[config.mk]
export PLATFORM = sky130hd
export DESIGN_NAME = fixed_chunk_pool_allocator_core
export DESIGN_NICKNAME = d
export VERILOG_FILES = /design/src/rtl/core/fcpa_pkg.sv /design/src/rtl/core/fcpa_ctrl.sv /design/src/rtl/core/fcpa_dp.sv /design/src/rtl/core/fixed_chunk_pool_allocator_core.sv
export SDC_FILE = /design/constraint.sdc
export NUM_CORES = 2
export LEC_CHECK = 0
export BUFFER_PORTS_ARGS = -buffer_cell sky130_fd_sc_hd__buf_2
export CORE_ASPECT_RATIO = 0.9
export CORE_MARGIN = 10
export CORE_UTILIZATION = 40
export DETAILED_ROUTE_END_ITERATION = 6
export GPL_TIMING_DRIVEN = 0
export REMOVE_ABC_BUFFERS = 1
export SYNTH_ARGS = -nofsm -noshare
export SYNTH_HDL_FRONTEND = slang
export SYNTH_HIERARCHICAL = 1
export SYNTH_SLANG_ARGS = --single-unit
export TNS_END_PERCENT = 30
[constraint.sdc]
create_clock -name clock -period 16.93 [get_ports clock]
set_input_delay 0.8465 -clock clock [delete_from_list [all_inputs] [get_ports clock]]
set_output_delay 0.8465 -clock clock [all_outputs]
set_load 0.005 [all_outputs]
[src/rtl/core/fcpa_pkg.sv]
// Shared constants, codes and control types for the fixed chunk pool allocator.
package fcpa_pkg;

   // defaults for the top level parameters
   localparam int DEF_MAX_CHUNKS = 256;
   localparam int DEF_ADDR_WIDTH = 32;

   // field widths
   localparam int CMD_W     = 2;
   localparam int STATUS_W  = 3;
   localparam int CSR_IDX_W = 2;
   localparam int CSR_LG_W  = 5;
   localparam int CSR_CNT_W = 9;

   // command codes
   localparam logic [CMD_W-1:0] CMD_ALLOC    = 2'd0;
   localparam logic [CMD_W-1:0] CMD_FREE     = 2'd1;
   localparam logic [CMD_W-1:0] CMD_FREE_ALL = 2'd2;

   // status codes
   localparam logic [STATUS_W-1:0] STAT_OK         = 3'd0;
   localparam logic [STATUS_W-1:0] STAT_EMPTY      = 3'd1;
   localparam logic [STATUS_W-1:0] STAT_RANGE      = 3'd2;
   localparam logic [STATUS_W-1:0] STAT_MISALIGNED = 3'd3;
   localparam logic [STATUS_W-1:0] STAT_NULL       = 3'd4;

   // register indexes
   localparam logic [CSR_IDX_W-1:0] CSR_BASE_ADDR   = 2'd0;
   localparam logic [CSR_IDX_W-1:0] CSR_CHUNK_LOG2  = 2'd1;
   localparam logic [CSR_IDX_W-1:0] CSR_CHUNK_COUNT = 2'd2;

   // register reset values and chunk size limits
   localparam logic [CSR_LG_W-1:0]  RST_CHUNK_LOG2  = 5'd4;
   localparam logic [CSR_CNT_W-1:0] RST_CHUNK_COUNT = 9'd256;
   localparam logic [CSR_LG_W-1:0]  LG_MIN          = 5'd3;
   localparam logic [CSR_LG_W-1:0]  LG_MAX          = 5'd16;

   // controller to datapath
   typedef struct packed {
      logic accept;
      logic exec;
      logic fill_step;
      logic respond;
   } fcpa_ctl_type;

   // datapath to controller
   typedef struct packed {
      logic fill_last;
   } fcpa_stat_type;

   typedef enum logic [2:0] {
      S_IDLE = 3'b001,
      S_EXEC = 3'b010,
      S_FILL = 3'b100
   } fcpa_state_type;

endpackage

[src/rtl/core/fcpa_ctrl.sv]
// Controller state machine for the chunk pool allocator.
module fcpa_ctrl
   import fcpa_pkg::*;
(
   input  logic                clock,
   input  logic                reset,
   input  logic                start,
   input  logic [CMD_W-1:0]    req_cmd,
   input  fcpa_stat_type       dp_stat,
   output fcpa_ctl_type        dp_ctl,
   output logic                busy
);

   fcpa_state_type state_ff, state_in;

   always_comb begin
      state_in = state_ff;
      dp_ctl   = '0;
      case (state_ff)
         S_IDLE: begin
            if (start) begin
               dp_ctl.accept = 1'b1;
               state_in = (req_cmd == CMD_FREE_ALL) ? S_FILL : S_EXEC;
            end
         end
         S_EXEC: begin
            dp_ctl.exec    = 1'b1;
            dp_ctl.respond = 1'b1;
            state_in       = S_IDLE;
         end
         S_FILL: begin
            dp_ctl.fill_step = 1'b1;
            if (dp_stat.fill_last) begin
               dp_ctl.respond = 1'b1;
               state_in       = S_IDLE;
            end
         end
         default: begin
            state_in = S_IDLE;
         end
      endcase
   end

   always_ff @(posedge clock) begin
      if (reset) begin
         state_ff <= S_IDLE;
      end else begin
         state_ff <= state_in;
      end
   end

   assign busy = (state_ff != S_IDLE);

endmodule

[src/rtl/core/fcpa_dp.sv]
// Datapath: registers, free list memory, bounds checks and result registers.
module fcpa_dp
   import fcpa_pkg::*;
#(
   parameter int MAX_CHUNKS = DEF_MAX_CHUNKS,
   parameter int ADDR_WIDTH = DEF_ADDR_WIDTH
)(
   input  logic                  clock,
   input  logic                  reset,
   input  fcpa_ctl_type          dp_ctl,
   output fcpa_stat_type         dp_stat,
   input  logic [CMD_W-1:0]      req_cmd,
   input  logic [ADDR_WIDTH-1:0] req_addr,
   input  logic                  req_is_null,
   input  logic                  csr_we,
   input  logic [CSR_IDX_W-1:0]  csr_index,
   input  logic [ADDR_WIDTH-1:0] csr_wdata,
   output logic                  rsp_valid,
   output logic [STATUS_W-1:0]   rsp_status,
   output logic [ADDR_WIDTH-1:0] rsp_chunk_addr
);

   localparam int IDX_W  = $clog2(MAX_CHUNKS);
   localparam int HEAD_W = $clog2(MAX_CHUNKS + 1);
   localparam int CW     = (HEAD_W > CSR_CNT_W) ? HEAD_W : CSR_CNT_W;
   localparam int W2     = (ADDR_WIDTH > HEAD_W) ? ADDR_WIDTH : HEAD_W;
   localparam logic [HEAD_W-1:0] EMPTY_MARK = HEAD_W'(MAX_CHUNKS);

   // configuration
   logic [ADDR_WIDTH-1:0] base_ff;
   logic [CSR_LG_W-1:0]   lg_ff;
   logic [CSR_CNT_W-1:0]  count_ff;

   // list state and latched item
   logic [HEAD_W-1:0]     head_ff, head_in;
   logic [HEAD_W-1:0]     fill_ff, fill_in;
   logic [HEAD_W-1:0]     rd_data_ff;
   logic [CMD_W-1:0]      cmd_ff;
   logic [ADDR_WIDTH-1:0] addr_ff;
   logic                  null_ff;
   logic [HEAD_W-1:0]     mem [MAX_CHUNKS];

   // results
   logic                  rsp_valid_ff;
   logic [STATUS_W-1:0]   status_ff, status_in;
   logic [ADDR_WIDTH-1:0] caddr_ff, caddr_in;

   logic [CSR_LG_W-1:0]   lg_eff;
   logic [CW-1:0]         count_ext;
   logic [HEAD_W-1:0]     cnt_eff;
   logic [ADDR_WIDTH-1:0] offset, idx_full, align_mask;
   logic                  in_range, aligned, list_empty, fill_active;
   logic                  mem_we;
   logic [IDX_W-1:0]      mem_wa;
   logic [HEAD_W-1:0]     mem_wd;

   function automatic logic [ADDR_WIDTH-1:0] req_addr_sel(
      input logic [ADDR_WIDTH-1:0] a,
      input logic [ADDR_WIDTH-1:0] b
   );
      return a - b;
   endfunction

   always_comb begin
      if (lg_ff < LG_MIN) begin
         lg_eff = LG_MIN;
      end else if (lg_ff > LG_MAX) begin
         lg_eff = LG_MAX;
      end else begin
         lg_eff = lg_ff;
      end
      count_ext = CW'(count_ff);
      cnt_eff   = (count_ext > CW'(MAX_CHUNKS)) ? EMPTY_MARK : HEAD_W'(count_ext);
   end

   assign offset      = req_addr_sel(addr_ff, base_ff);
   assign idx_full    = offset >> lg_eff;
   assign align_mask  = ~({ADDR_WIDTH{1'b1}} << lg_eff);
   assign aligned     = ((offset & align_mask) == '0);
   assign in_range    = (W2'(idx_full) < W2'(cnt_eff));
   assign list_empty  = (head_ff == EMPTY_MARK);
   assign fill_active = (fill_ff < cnt_eff);

   assign dp_stat.fill_last = (({1'b0, fill_ff} + 1'b1) >= {1'b0, cnt_eff});

   always_comb begin
      head_in   = head_ff;
      fill_in   = fill_ff;
      status_in = STAT_OK;
      caddr_in  = '0;
      mem_we    = 1'b0;
      mem_wa    = idx_full[IDX_W-1:0];
      mem_wd    = head_ff;

      if (dp_ctl.accept) begin
         fill_in = '0;
         if (req_cmd == CMD_FREE_ALL) begin
            head_in = EMPTY_MARK;
         end
      end

      case (cmd_ff)
         CMD_ALLOC: begin
            if (list_empty) begin
               status_in = STAT_EMPTY;
            end else begin
               caddr_in = base_ff + (ADDR_WIDTH'(head_ff) << lg_eff);
               if (dp_ctl.exec) begin
                  head_in = rd_data_ff;
               end
            end
         end
         CMD_FREE: begin
            if (null_ff) begin
               status_in = STAT_NULL;
            end else if (!in_range) begin
               status_in = STAT_RANGE;
            end else if (!aligned) begin
               status_in = STAT_MISALIGNED;
            end else if (dp_ctl.exec) begin
               mem_we  = 1'b1;
               head_in = idx_full[HEAD_W-1:0];
            end
         end
         default: begin
            status_in = STAT_OK;
         end
      endcase

      // free_all rebuild: next[i] = previous head, head = i
      if (dp_ctl.fill_step && fill_active) begin
         mem_we  = 1'b1;
         mem_wa  = fill_ff[IDX_W-1:0];
         mem_wd  = head_ff;
         head_in = fill_ff;
         fill_in = fill_ff + 1'b1;
      end
   end

   always_ff @(posedge clock) begin
      if (mem_we) begin
         mem[mem_wa] <= mem_wd;
      end
      if (dp_ctl.accept) begin
         rd_data_ff <= mem[head_ff[IDX_W-1:0]];
         cmd_ff     <= req_cmd;
         addr_ff    <= req_addr;
         null_ff    <= req_is_null;
      end
      if (dp_ctl.respond) begin
         status_ff <= status_in;
         caddr_ff  <= caddr_in;
      end
   end

   always_ff @(posedge clock) begin
      if (reset) begin
         base_ff      <= '0;
         lg_ff        <= RST_CHUNK_LOG2;
         count_ff     <= RST_CHUNK_COUNT;
         head_ff      <= EMPTY_MARK;
         fill_ff      <= '0;
         rsp_valid_ff <= 1'b0;
      end else begin
         head_ff      <= head_in;
         fill_ff      <= fill_in;
         rsp_valid_ff <= dp_ctl.respond;
         if (csr_we) begin
            case (csr_index)
               CSR_BASE_ADDR:   base_ff  <= csr_wdata;
               CSR_CHUNK_LOG2:  lg_ff    <= csr_wdata[CSR_LG_W-1:0];
               CSR_CHUNK_COUNT: count_ff <= csr_wdata[CSR_CNT_W-1:0];
               default: begin
               end
            endcase
         end
      end
   end

   assign rsp_valid      = rsp_valid_ff;
   assign rsp_status     = status_ff;
   assign rsp_chunk_addr = caddr_ff;

endmodule

[src/rtl/core/fixed_chunk_pool_allocator_core.sv]
// Alloc and free: item registered on accept, handled in the exec state, no new item taken
// meanwhile; the result comes after the registered next-index memory read and head update.
// Free_all: writes one next-index entry per cycle, result after the last one; the next item
// can be taken while rsp_valid is high. Receiver cannot stall: rsp_valid lasts one cycle.
// Reset: free list empty, registers at defaults; the next-index memory is not cleared.
module fixed_chunk_pool_allocator_core
   import fcpa_pkg::*;
#(
   parameter int MAX_CHUNKS = DEF_MAX_CHUNKS,
   parameter int ADDR_WIDTH = DEF_ADDR_WIDTH
)(
   input  logic                  clock,
   input  logic                  reset,
   input  logic                  start,
   output logic                  busy,
   input  logic [CMD_W-1:0]      req_cmd,
   input  logic [ADDR_WIDTH-1:0] req_addr,
   input  logic                  req_is_null,
   input  logic                  csr_we,
   input  logic [CSR_IDX_W-1:0]  csr_index,
   input  logic [ADDR_WIDTH-1:0] csr_wdata,
   output logic                  rsp_valid,
   output logic [STATUS_W-1:0]   rsp_status,
   output logic [ADDR_WIDTH-1:0] rsp_chunk_addr
);

   fcpa_ctl_type  dp_ctl;
   fcpa_stat_type dp_stat;

   fcpa_ctrl u_ctrl (
      .clock   (clock),
      .reset   (reset),
      .start   (start),
      .req_cmd (req_cmd),
      .dp_stat (dp_stat),
      .dp_ctl  (dp_ctl),
      .busy    (busy)
   );

   fcpa_dp #(
      .MAX_CHUNKS (MAX_CHUNKS),
      .ADDR_WIDTH (ADDR_WIDTH)
   ) u_dp (
      .clock          (clock),
      .reset          (reset),
      .dp_ctl         (dp_ctl),
      .dp_stat        (dp_stat),
      .req_cmd        (req_cmd),
      .req_addr       (req_addr),
      .req_is_null    (req_is_null),
      .csr_we         (csr_we),
      .csr_index      (csr_index),
      .csr_wdata      (csr_wdata),
      .rsp_valid      (rsp_valid),
      .rsp_status     (rsp_status),
      .rsp_chunk_addr (rsp_chunk_addr)
   );

endmodule
==> reports/qor.csv <==
stage,metric,value,unit
route,drtIter0Drc,5885,
cts,cts_max_path_buffers,4,
cts,cts_tree,built,
global_routing,grt_pass1_wl,360000,um
cts,clkLatencyLatePin,0.94,ns
route,wl,246400,um
cts,post_cts_resized,0,
timing,fin_worst_skew,0.1427,ns
route,drc,13,
cts,cts_buffers,244,
cts,cts_hold_buf,0,
floorplan,die_w,550.0,um
cells_and_area,layout.nets,5559,
yosys,synthCells,5217,
cells_and_area,finalNonFillerCells,8957,
timing,finalSetupViolCount,0,
route,wl_per_cell,27.50,um
worst_setup_path,required,17.45,ns
worst_setup_path,critical_path_class,reg2reg,
worst_setup_path,worstPathMaxFanout,35,
pwr,power_density,108.4,nW/um^2
route,via_count,51900,
cells_and_area,area_growth,14.44,%
global_routing,antenna_found_initial,13,
cts,h-tree-depth,4,
cells_and_area,fin_area,115700,sq um
yosys,ys_types,93,
placement,dp.cells,8507,
placement,numPortBuffers,109,
yosys,seq_area_frac_synth,0.7212,
cells_and_area,fin_util,0.4591,
route,drtPass1Iterations,7,
worst_setup_path,startpoint_type,flip-flop,
floorplan,start_util,0.4012,
yosys,netlist_area,101100,sq um
cts,cts_sinks,2451,
timing,max_slew_margin,0.07848,
route,vias_per_cell,5.795,
timing,grt_setup_unrepaired,no,
worst_setup_path,worst_setup_path_end_kind,flip-flop,
global_routing,grt.overflow.total,0,
yosys,yosysWarnings,6,
worst_setup_path,cp.arrival,9.98,ns
yosys,syn_area_per_cell,19.38,sq um
timing,slew_viol_final,0,
placement,placed_area,107700,sq um
run_status,status,"complete, but fails checks",
worst_hold_path,hp-start,req_addr[24],
route,ant_nets,0,
worst_setup_path,r2r-start,u_dp/lg_ff[4],
timing,fmax,105.7,MHz
floorplan,fp-row-count,175,
worst_setup_path,startpoint,u_dp/lg_ff[4],
pwr,irDropWorstVdd,0.00009647,V
cts,clockRootBuffer,clkbuf_16,
placement,hpwl,159500,um
worst_hold_path,min_path_type,in2reg,
floorplan,die_y,497.0,um
global_routing,grt_usage,0.1753,
timing,whs,0.1464,ns
cells_and_area,layout_commonest_cell,edfxtp_1,
cts,cts.clk_slew.worst_paths,0.07,ns
global_routing,grt_pass1_vias,51430,
flow_run,maxCapViolCount,0,
cts,post-cts-setup-buffers,0,
timing,period_share,0.5587,
yosys,synth_edf_count,2383,
placement,gp_congestion,0.8783,
timing,hold_viol_final,0,
yosys,synth_flop_cell,edfxtp_1,
cells_and_area,final_cell_mix,"edfxtp_1 (2383), mux4_2 (734), nor2_1 (296)",
floorplan,core_region_area,252000,sq um
pwr,p_leak,34.83,nW
yosys,async_flop_share,0,
timing,min_period,9.459,ns
global_routing,grt_max_degree,86,
run_status,violations,DRC,
floorplan,die_area,273300,sq um
yosys,ys_seq_elements,2451,
cells_and_area,drive_gt1_frac,0.2639,
floorplan,pin_count,110,
timing,tightest_slew,1.372,ns
==> worst paths after layout <==
kind                      end  slack, ns  cells after the start
max reg2reg  u_dp/mem[211][2]       7.47                     22
min          u_dp/addr_ff[24]       0.15                      1
min reg2reg   u_dp/base_ff[1]       0.48                      2
max          u_dp/mem[211][2]       7.47                     22
==> critical path: stages, from the launching register on <==
cell	delay [ns]
dfxtp_1	1.11
clkinv_1	0.94
nand2_1	1.24
nor2_1	0.42
a21oi_1	0.24
nor2_1	0.05
nor4_1	0.72
o21a_1	0.32
inv_1	0.07
ha_1	0.29
a21oi_1	0.13
nor2b_1	0.05
o21ai_0	0.22
nand3_1	0.10
a211oi_1	0.27
o211ai_2	0.26
nor4_4	0.62
o211ai_1	0.49
buf_4	0.36
buf_4	0.20
buf_6	0.16
buf_4	0.18
nor3_2	0.69
==> power by group <==
part | total [mW] | switching, mW | internal [mW]
Sequential | 6.62 | 0.0192 | 6.60
Clock | 5.31 | 2.27 | 3.04
Combinational | 0.622 | 0.434 | 0.189
==> per-stage QoR <==
step                      power [mW]  TNS [ns]  setup WS, ns
after floorplan                7.172  -4595.20        -14.38
after global placement         7.426         -        -27.88
after detailed placement       7.350         0         7.406
after CTS                      12.65         0         7.509
after global routing           12.94         0         6.911
final                          12.55         0         7.471
==> state kept, by name, indices dropped and copies added, names as in the netlist <==
signal / cells
u_dp/count_ext: 9
u_dp/null_ff: 1
u_ctrl/state_ff: 3
u_dp/addr_ff: 32
u_dp/cmd_ff: 2
u_dp/lg_ff: 5
u_dp/mem: 2304
u_dp/fill_ff: 9
u_dp/head_ff: 9
u_dp/base_ff: 32
u_dp/rsp_valid: 1
u_dp/rsp_chunk_addr: 32
u_dp/rsp_status: 3
u_dp/rd_data_ff: 9
==> kinds of logic after synthesis <==
logic type / synth area share
AO/OA/AOI/OAI: 0.03517
other: 0.00007428
buffers and inverters: 0.01473
AND/OR/NAND/NOR: 0.03936
multiplexers: 0.1732
adder cells (fa/ha/maj): 0.01141
flip-flops: 0.7212
XOR/XNOR: 0.004851
==> per-layer routing <==
| metal | up-vias | track usage | wire length [um] |
|---|---|---|---|
| met3 | 340 | 0.02858 | 17050 |
| met5 | - | 0 | 29 |
| li1 | 22010 | - | - |
| met1 | 27650 | 0.2593 | 107700 |
| met2 | 1895 | 0.2743 | 116400 |
| met4 | 4 | 0.04005 | 5139 |
==> cell usage after synthesis (25+ instances only) <==
cell type / n / share of area
a211oi_1: 28 / 0.0021
a21o_1: 30 / 0.0022
a21oi_1: 141 / 0.0070
a31oi_1: 27 / 0.0017
buf_1: 72 / 0.0027
clkbuf_1: 249 / 0.0092
dfxtp_1: 68 / 0.013
edfxtp_1: 2383 / 0.71
ha_1: 89 / 0.011
inv_1: 68 / 0.0025
mux2i_1: 89 / 0.0088
mux4_2: 734 / 0.16
nand2_1: 197 / 0.0073
nand3_1: 33 / 0.0016
nand4_1: 26 / 0.0016
nor2_1: 299 / 0.011
nor3_1: 172 / 0.0085
o211ai_1: 25 / 0.0019
o21ai_0: 76 / 0.0038
xnor2_1: 31 / 0.0027
xor2_1: 25 / 0.0022
==> final cells by class <==
| class | instances | area [sq um] |
|---|---|---|
| Fill cell | 20970 | 136300 |
| Sequential cell | 2451 | 72950 |
| Multi-Input combinational cell | 2378 | 27360 |
| Clock buffer | 295 | 6350 |
| Tap cell | 3363 | 4208 |
| Timing Repair Buffer | 247 | 3119 |
| Clock inverter | 146 | 1433 |
| Inverter | 73 | 274.0 |
| Antenna cell | 4 | 10.01 |
Power figures use the tool's default switching activity.
